===== config.mk =====
export PLATFORM = sky130hd
export DESIGN_NAME = fccg_out_fifo
export DESIGN_NICKNAME = d
export VERILOG_FILES = /design/src/rtl/fccg_pkg.sv /design/src/rtl/fccg_out_fifo.sv
export SDC_FILE = /design/constraint.sdc
export NUM_CORES = 1
export LEC_CHECK = 0
export ABC_CLOCK_PERIOD_IN_PS = 4100
export BUFFER_PORTS_ARGS = -buffer_cell sky130_fd_sc_hd__buf_2
export CORE_MARGIN = 5
export CORE_UTILIZATION = 25
export CTS_CLUSTER_DIAMETER = 80
export DETAILED_ROUTE_END_ITERATION = 8
export GPL_TIMING_DRIVEN = 0
export MAX_ROUTING_LAYER = met4
export PLACE_DENSITY = 0.38
export SYNTH_ARGS = -nofsm -noshare
export SYNTH_HDL_FRONTEND = slang
export SYNTH_SLANG_ARGS = --single-unit

===== constraint.sdc =====
create_clock -name clk -period 4.1 [get_ports clk]
set_input_delay 0.205 -clock clk [delete_from_list [all_inputs] [get_ports clk]]
set_output_delay 0.205 -clock clk [all_outputs]
set_load 0.02 [all_outputs]

===== src/rtl/fccg_pkg.sv =====
`timescale 1ns / 1ps
`default_nettype none
// ----------------------------------------------------------------------------
// fccg_pkg
// Shared widths, register map and types of the four-corner colour gradient.
// ----------------------------------------------------------------------------
package fccg_pkg;

  // frame size limit and field widths
  localparam int MAX_SIZE_LOG2 = 12;
  localparam int LOG_W         = 4;
  localparam int COORD_W       = 12;
  localparam int SIZE_W        = MAX_SIZE_LOG2 + 1;
  localparam int WEIGHT_W      = 2 * MAX_SIZE_LOG2 + 1;
  localparam int CH_W          = 8;
  localparam int N_CH          = 4;
  localparam int N_CORNER      = 4;
  localparam int CORNER_W      = CH_W * N_CH;
  localparam int ACC_W         = CH_W + 2 * MAX_SIZE_LOG2;
  localparam int SHAMT_W       = $clog2(2 * MAX_SIZE_LOG2 + 1);

  // output queue
  localparam int FIFO_DEPTH    = 8;
  localparam int FIFO_AW       = $clog2(FIFO_DEPTH);
  localparam int FIFO_CW       = $clog2(FIFO_DEPTH + 1);

  // register file
  localparam int DATA_W        = 32;
  localparam int PADDR_W       = 5;
  localparam int RIDX_W        = 3;

  localparam logic [LOG_W-1:0] LOG_RESET = LOG_W'(8);

  typedef enum logic [RIDX_W-1:0] {
    REG_WIDTH_LOG2    = 3'd0,
    REG_HEIGHT_LOG2   = 3'd1,
    REG_CORNER_TL     = 3'd2,
    REG_CORNER_TR     = 3'd3,
    REG_CORNER_BL     = 3'd4,
    REG_CORNER_BR     = 3'd5
  } reg_idx_t;

  // corner order: top left, top right, bottom left, bottom right
  typedef struct packed {
    logic [LOG_W-1:0]                       width_log2;
    logic [LOG_W-1:0]                       height_log2;
    logic [N_CORNER-1:0][CORNER_W-1:0]      corner;
  } cfg_t;

  typedef struct packed {
    logic [CH_W-1:0] red;
    logic [CH_W-1:0] green;
    logic [CH_W-1:0] blue;
    logic [CH_W-1:0] alpha;
    logic            outside_frame;
  } pix_t;

  function automatic logic [LOG_W-1:0] clamp_log(input logic [LOG_W-1:0] v);
    logic [LOG_W-1:0] r;
    r = (v > LOG_W'(MAX_SIZE_LOG2)) ? LOG_W'(MAX_SIZE_LOG2) : v;
    return r;
  endfunction

endpackage
`default_nettype wire


===== src/rtl/fccg_out_fifo.sv =====
`timescale 1ns / 1ps
`default_nettype none
// ----------------------------------------------------------------------------
// fccg_out_fifo
// Result queue between the free-running pipeline and the output channel.
// ----------------------------------------------------------------------------
module fccg_out_fifo (
  input  wire logic            clk,
  input  wire logic            rst,
  input  wire logic            push,
  input  wire fccg_pkg::pix_t  push_data,
  input  wire logic            pop,
  output fccg_pkg::pix_t       head,
  output logic                 not_empty
);

  fccg_pkg::pix_t                 mem [fccg_pkg::FIFO_DEPTH];
  logic [fccg_pkg::FIFO_AW-1:0]   wr_ptr, rd_ptr;
  logic [fccg_pkg::FIFO_CW-1:0]   count;

  // storage
  always_ff @(posedge clk) begin
    if (push) begin
      mem[wr_ptr] <= push_data;
    end
  end

  // pointers and fill; push never meets a full queue (credit held upstream)
  always_ff @(posedge clk) begin
    if (rst) begin
      wr_ptr <= '0;
      rd_ptr <= '0;
      count  <= '0;
    end else begin
      if (push) begin
        wr_ptr <= wr_ptr + 1'b1;
      end
      if (pop) begin
        rd_ptr <= rd_ptr + 1'b1;
      end
      count <= count + fccg_pkg::FIFO_CW'(push) - fccg_pkg::FIFO_CW'(pop);
    end
  end

  assign not_empty = (count != '0);
  assign head      = mem[rd_ptr];

endmodule
`default_nettype wire


==> impl_metrics.json, run 1 <==
{
  "cts_root_buf": "clkbuf_16",
  "hold_slack_ns": 0.02537,
  "seqCellArea_sq_um": 8188,
  "clk_latency_ns": 0.55,
  "cts_hold_buf": 33,
  "max-cap-violations": 0,
  "cts_sinks": 277,
  "synthesis.nets": 494,
  "min_from": "push",
  "dp_hpwl_um": 15460,
  "hp-class": "in -> reg",
  "worst-setup-path-type": "reg -> out",
  "drt_pass1_iterations": 5,
  "grt_usage_pct": 10.65,
  "final.period_utilization_pct": 70.61,
  "viasPerCell": 4.189,
  "arrival_ns": 2.69,
  "timing.rr.end": "mem[1][17]$_DFFE_PP_",
  "clkSlewWorstSetupHoldPaths_ns": 0.06,
  "wl_met1_um": 9791,
  "start_util_pct": 25.19,
  "power.density_nw_per_um2": 503.1,
  "synth_ff_type": "edfxtp_1",
  "crit_slowest_cell": "clkbuf_1",
  "stdcell_area_sq_um": 13250,
  "drc": 0,
  "grt_start_max_net_pins": 21,
  "detail-route-antenna-nets": 0,
  "layout_common_cells": "edfxtp_1, buf_2, mux4_2",
  "fp.dieW_um": 215.3,
  "die-area_sq_um": 46370,
  "wl_met2_um": 13050,
  "drv_slew": 0,
  "setup.worst_path.start_class": "flip-flop",
  "fin_cells": 1163,
  "nets": 644,
  "syn_avg_cell_area_sq_um": 23.48,
  "routed-wl-met3_um": 826,
  "syn_to_final_growth_pct": 25.70,
  "crit_family": "buffers and inverters",
  "regToRegStartpoint": "wr_ptr[0]$_SDFFE_PP0P_",
  "wire_per_inst_um": 20.71,
  "holdPathStages": 3,
  "skew_ns": 0.006704,
  "rows": 75,
  "synth.distinct_cells": 25,
  "post-route-util_pct": 31.66,
  "clockBufferDepth": 3,
  "min_to": "wr_ptr[0]$_SDFFE_PP0P_",
  "cts_tree": "yes",
  "antenna_found_initial": 1,
  "p_leak_uw": 0.004284,
  "yosys_warnings": 0,
  "core_area_sq_um": 41850,
  "top_layer": "met4",
  "ios": 71,
  "setup_violations": 0,
  "ys_seq_area_share_pct": 77.67,
  "cts_resized": 0,
  "crit_buf_inv": 3,
  "worstPathMaxFanout": 10,
  "fillers": 4041,
  "max-slew-margin-rel_pct": 38.38,
  "gr-total-overflow": 0,
  "place_area_sq_um": 11870,
  "hold_viol": 0,
  "vias": 4872,
  "routed_wl_um": 24090,
  "h-tree-depth": 1,
  "die_y_um": 215.3,
  "crit_top_cell": "buf_2",
  "ys_seq_elements": 277,
  "cp_slowest_stage_delay_ns": 0.50,
  "placedCellCount": 1072,
  "reg2reg_slack_ns": 2.06,
  "drtIter0Drc": 226,
  "multi_input_area_sq_um": 2256,
  "gp_congestion": 0.6856,
  "finalCriticalPeriod_ns": 2.895,
  "drive_gt1_share_pct": 39.17,
  "synth_edf_count": 264,
  "ys_async_sr_fraction_pct": 0,
  "fmax_mhz": 345.4,
  "synth_cells": 449,
  "portBuffers": 70,
  "cts_buffers": 31,
  "crit_chain": "clkbuf_1 -> buf_2 -> mux4_2 -> mux2_2 -> buf_2",
  "rr_worst_depth": 3,
  "worst-slew-pin-transition_ns": 0.9221,
  "rsz0062_at_grt": "false",
  "required_ns": 3.89,
  "run_status": "finished, final reports clean",
  "final_common_cell": "edfxtp_1",
  "grt_pass1_wl_um": 36050,
  "peakVddDrop_mv": 0.2907,
  "end_kind": "output port",
  "first_global_vias": 5649,
  "synth_area_sq_um": 10540,
  "cts_setup_buffers": 0
}
worst max path at each step:
stage | startpoint | to | cells past startpoint
global route | flip-flop | head[29] | 5
CTS | flip-flop | head[7] | 5
finish | flip-flop | head[29] | 5
detailed placement | flip-flop | head[7] | 5
floorplan | wr_ptr[2]$_SDFFE_PP0P_ | mem[0][0]$_DFFE_PP_ | 2
global placement | push | mem[0][19]$_DFFE_PP_ | 3
power by group:
group | switching, uW | internal (uW) | leakage, uW
Sequential | 24.1 | 3190 | 0.00251
Clock | 1050 | 1740 | 0.000515
Combinational | 370 | 300 | 0.00126
Total | 1440 | 5230 | 0.00428
per-stage QoR:
step	total power [uW]	setup WS, ns	setup TNS (ns)
5_1_grt	6950	1.003	0
6_report	6667	1.205	0
3_5_place_dp	3935	1.650	0
2_1_floorplan	3677	0.8681	0
3_3_place_gp	3893	-2.066	-169.34
4_1_cts	6790	1.067	0
kinds of logic after synthesis:
group / after synthesis / synth area share [%]
AO/OA/AOI/OAI: 3 / 0.1781
XOR/XNOR: 5 / 0.4155
adder cells (fa/ha/maj): 8 / 1.021
buffers and inverters: 26 / 1.448
flip-flops: 277 / 77.67
multiplexers: 101 / 18.07
AND/OR/NAND/NOR: 29 / 1.199
Yosys cell counts (2+ instances only):
cell      count  area share, %
edfxtp_1    264             75
mux4_2       59             13
mux2_2       33            3.5
nor2_1       16           0.57
dfxtp_1      13            2.5
ha_1          7           0.83
inv_1         7           0.25
mux4_1        7            1.7
buf_2         6           0.28
clkbuf_1      6           0.21
buf_6         4           0.43
nand2_1       4           0.14
nand2b_1      4           0.24
xor2_1        3           0.25
a21oi_1       2          0.095
mux2i_1       2           0.19
nand3_1       2          0.095
nor3_1        2          0.095
xnor2_1       2           0.17
registers in the layout (all words and copies together) (netlist names), named ones only:
register,count
count,4
mem,264
rd_ptr,3
wr_ptr,3
layer usage:
metal  track usage, %  vias up
met5                -        -
met4            2.539        0
met3            1.717       29
met2            19.33       81
li1                 -     2186
met1            12.42     2576
area by class of cell:
class                           instances  share of cell area [%]
Buffer                                 19                  0.9537
Clock inverter                         14                   1.294
Multi-Input combinational cell        146                   17.03
Clock buffer                           43                   6.648
Tap cell                              539                   5.090
Antenna cell                            1                 0.01889
Timing Repair Buffer                  117                   6.978
Sequential cell                       277                   61.79
Inverter                                7                  0.1983
worst register-to-register path: stages, from the launching register on:
cell      delay (ns)
dfxtp_1         0.49
nand2b_1        0.21
nor2_4          0.76
buf_16          0.26
Power figures use the tool's default switching activity.
==> run 2: changes to the inputs <==
Settings changed: ABC_AREA from default to 1, ABC_CLOCK_PERIOD_IN_PS 4100 to 2400, PLACE_DENSITY 0.38 to 0.39.
Clock period 4.1 ns to 2.4 ns, I/O delays scaled along.
==> impl_metrics.json, run 2 <==
{
  "drtIter0Drc": 393,
  "synth_common_cells": "nand2_1, inv_1, edfxtp_1",
  "start_util_pct": 25.33,
  "wl_met1_um": 15380,
  "nets": 1416,
  "final.period_utilization_pct": 91.86,
  "drv_slew": 0,
  "final_common_cell": "nand2_1",
  "cts_setup_buffers": 0,
  "finalCriticalPeriod_ns": 2.205,
  "run_status": "finished, final reports clean",
  "crit_top_cell": "nand2_1",
  "routed-wl-met3_um": 951,
  "synth_ff_type": "edfxtp_1",
  "grt_pass1_wl_um": 49460,
  "cts_root_buf": "clkbuf_16",
  "ys_seq_area_share_pct": 67.55,
  "synth.distinct_cells": 19,
  "crit_buf_inv": 4,
  "setup_violations": 0,
  "routed_wl_um": 32250,
  "synthesis.nets": 1266,
  "p_clk_share_pct": 40.9,
  "end_kind": "output port",
  "top_register": "mem",
  "grt_usage_pct": 12.59,
  "hold_slack_ns": 0.3856,
  "fmax_mhz": 453.6,
  "required_ns": 2.28,
  "setup.worst_path.start_class": "flip-flop",
  "ys_async_sr_fraction_pct": 0,
  "cts_buffers": 34,
  "die-area_sq_um": 52990,
  "max-slew-margin-rel_pct": 41.47,
  "hp-class": "in -> reg",
  "viasPerCell": 3.956,
  "gp_congestion": 0.7100,
  "gr-total-overflow": 0,
  "hold_viol": 0,
  "synth_area_sq_um": 12120,
  "crit_slowest_cell": "buf_2",
  "cts_sinks": 277,
  "arrival_ns": 2.08,
  "worstPathMaxFanout": 10,
  "vias": 7947,
  "p_sw_share_pct": 25.25,
  "synth_cells": 1221,
  "cts_tree": "yes",
  "antenna_found_initial": 0,
  "rsz0062_at_grt": "false",
  "syn_to_final_growth_pct": 22.77,
  "post-route-util_pct": 31.10,
  "synth_most_common_cell": "nand2_1",
  "clk_latency_ns": 0.51,
  "p_leak_uw": 0.006709,
  "drt_pass1_iterations": 5,
  "p_int_uw": 8799,
  "ios": 71,
  "tns_ns": 0,
  "finalWorstSetupSlack_ns": 0.1954,
  "dp_hpwl_um": 20650,
  "crit_family": "buffers and inverters",
  "drc": 0,
  "drive_gt1_share_pct": 12.55,
  "largestRegisters": "mem (264), count (4)",
  "clkSlewWorstSetupHoldPaths_ns": 0.06,
  "rows": 80,
  "max-cap-violations": 0,
  "stdcell_area_sq_um": 14880,
  "ys_seq_elements": 277,
  "worst-slew-pin-transition_ns": 0.8758,
  "first_global_vias": 8032,
  "wire_per_inst_um": 16.05,
  "synth_edf_count": 264,
  "switching_power_uw": 2972,
  "largest_register_ffs": 264,
  "yosys_warnings": 0,
  "worst-setup-path-type": "reg -> out",
  "die_y_um": 230.2,
  "synthTopCellsByArea": "edfxtp_1, nand2_1, inv_1, nand3_1, dfxtp_1",
  "top_layer": "met4",
  "fp.dieW_um": 230.2,
  "crit_chain": "buf_4 -> buf_6 -> buf_2 -> nand2_1 -> nand3_1 -> nand2_1 -> nand2_1 -> nand2_1 -> buf_2",
  "power.density_nw_per_um2": 791.0,
  "peakVddDrop_mv": 0.3378,
  "comb_power_share_pct": 12.7,
  "h-tree-depth": 2,
  "preCtsSetupSlack_ns": 0.3857,
  "syn_avg_cell_area_sq_um": 9.927,
  "portBuffers": 70,
  "place_area_sq_um": 13470,
  "core_area_sq_um": 47850,
  "cp_slowest_stage_delay_ns": 0.32,
  "antenna_cells": 0,
  "post-synth-top-area-cell": "edfxtp_1",
  "detail-route-antenna-nets": 0,
  "layout_common_cells": "nand2_1, inv_1, edfxtp_1",
  "seqPwrFrac_pct": 46.4,
  "wl_met2_um": 15460,
  "skew_ns": 0.007872,
  "grt_start_max_net_pins": 25,
  "clockBufferDepth": 3,
  "yosys.area.top_type_share_pct": 65.41
}
==> run 2: power groups by stage <==
stage                     registers, uW  logic (uW)  clock network, uW
after CTS                          5470        1540               4990
after global routing               5470        1700               5190
after detailed placement           5570        1480                  0
final                              5460        1490               4820
after floorplan                    5570         894                  0
after global placement             5580        1440                  0
==> run 2: layout make-up <==
class | instances | area [sq um]
Multi-Input combinational cell | 612 | 2628
Clock buffer | 44 | 952.2
Fill cell | 4919 | 32970
Sequential cell | 277 | 8188
Inverter | 282 | 1061
Tap cell | 615 | 769.5
Clock inverter | 15 | 86.33
Timing Repair Buffer | 114 | 878.3
Buffer | 50 | 317.8
==> run 2: what timing repair did <==
item,4_1_cts,5_1_grt
hold buffers,36,0
setup endpoints to repair,1,18
resized for setup,1,9
endpoints found under the hold margin,275,0
==> run 2: cells by family (layout without fill, tap and decap cells) <==
| kind of cell | after synthesis | after routing | synth area share, % |
|---|---|---|---|
| AOI/OAI and AO/OA | 11 | 11 | 0.4542 |
| xor gates and xnor gates | 1 | 1 | 0.07227 |
| adders and majority gates | 8 | 8 | 0.8878 |
| buffers and inverters | 332 | 505 | 11.26 |
| DFF | 277 | 277 | 67.55 |
| and+or+nand+nor | 592 | 592 | 19.77 |
==> run 2: path summary, 6_finish.rpt <==
| path | startpoint | endpoint | slack, ns | depth (start not counted) |
|---|---|---|---|---|
| setup reg to reg | wr_ptr[0]$_SDFFE_PP0P_ | mem[5][13]$_DFFE_PP_ | 0.48 | 3 |
| hold reg to reg | wr_ptr[0]$_SDFFE_PP0P_ | wr_ptr[0]$_SDFFE_PP0P_ | 0.49 | 2 |
| hold / removal | rst | count[1]$_SDFF_PP0_ | 0.39 | 3 |
| setup / recovery | flip-flop | head[1] | 0.20 | 9 |
==> run 2: per-layer routing <==
metal	up-vias	GRT usage (%)
met5	-	-
met4	0	2.634
met3	35	1.925
met2	105	21.03
met1	3703	16.42
li1	4104	-
==> run 2: worst register-to-register path, stage by stage (launching register included) <==
cell     delay, ns
dfxtp_1       0.36
nand2_1       0.25
nor2_4        0.76
buf_16        0.25
==> run 2: metrics by stage <==
stage,instances,total power (uW)
floorplan,1221,6459
global placement,1906,7016
detailed placement,1914,7050
CTS,2009,11990
global route,2009,12360
finish,2009,11770
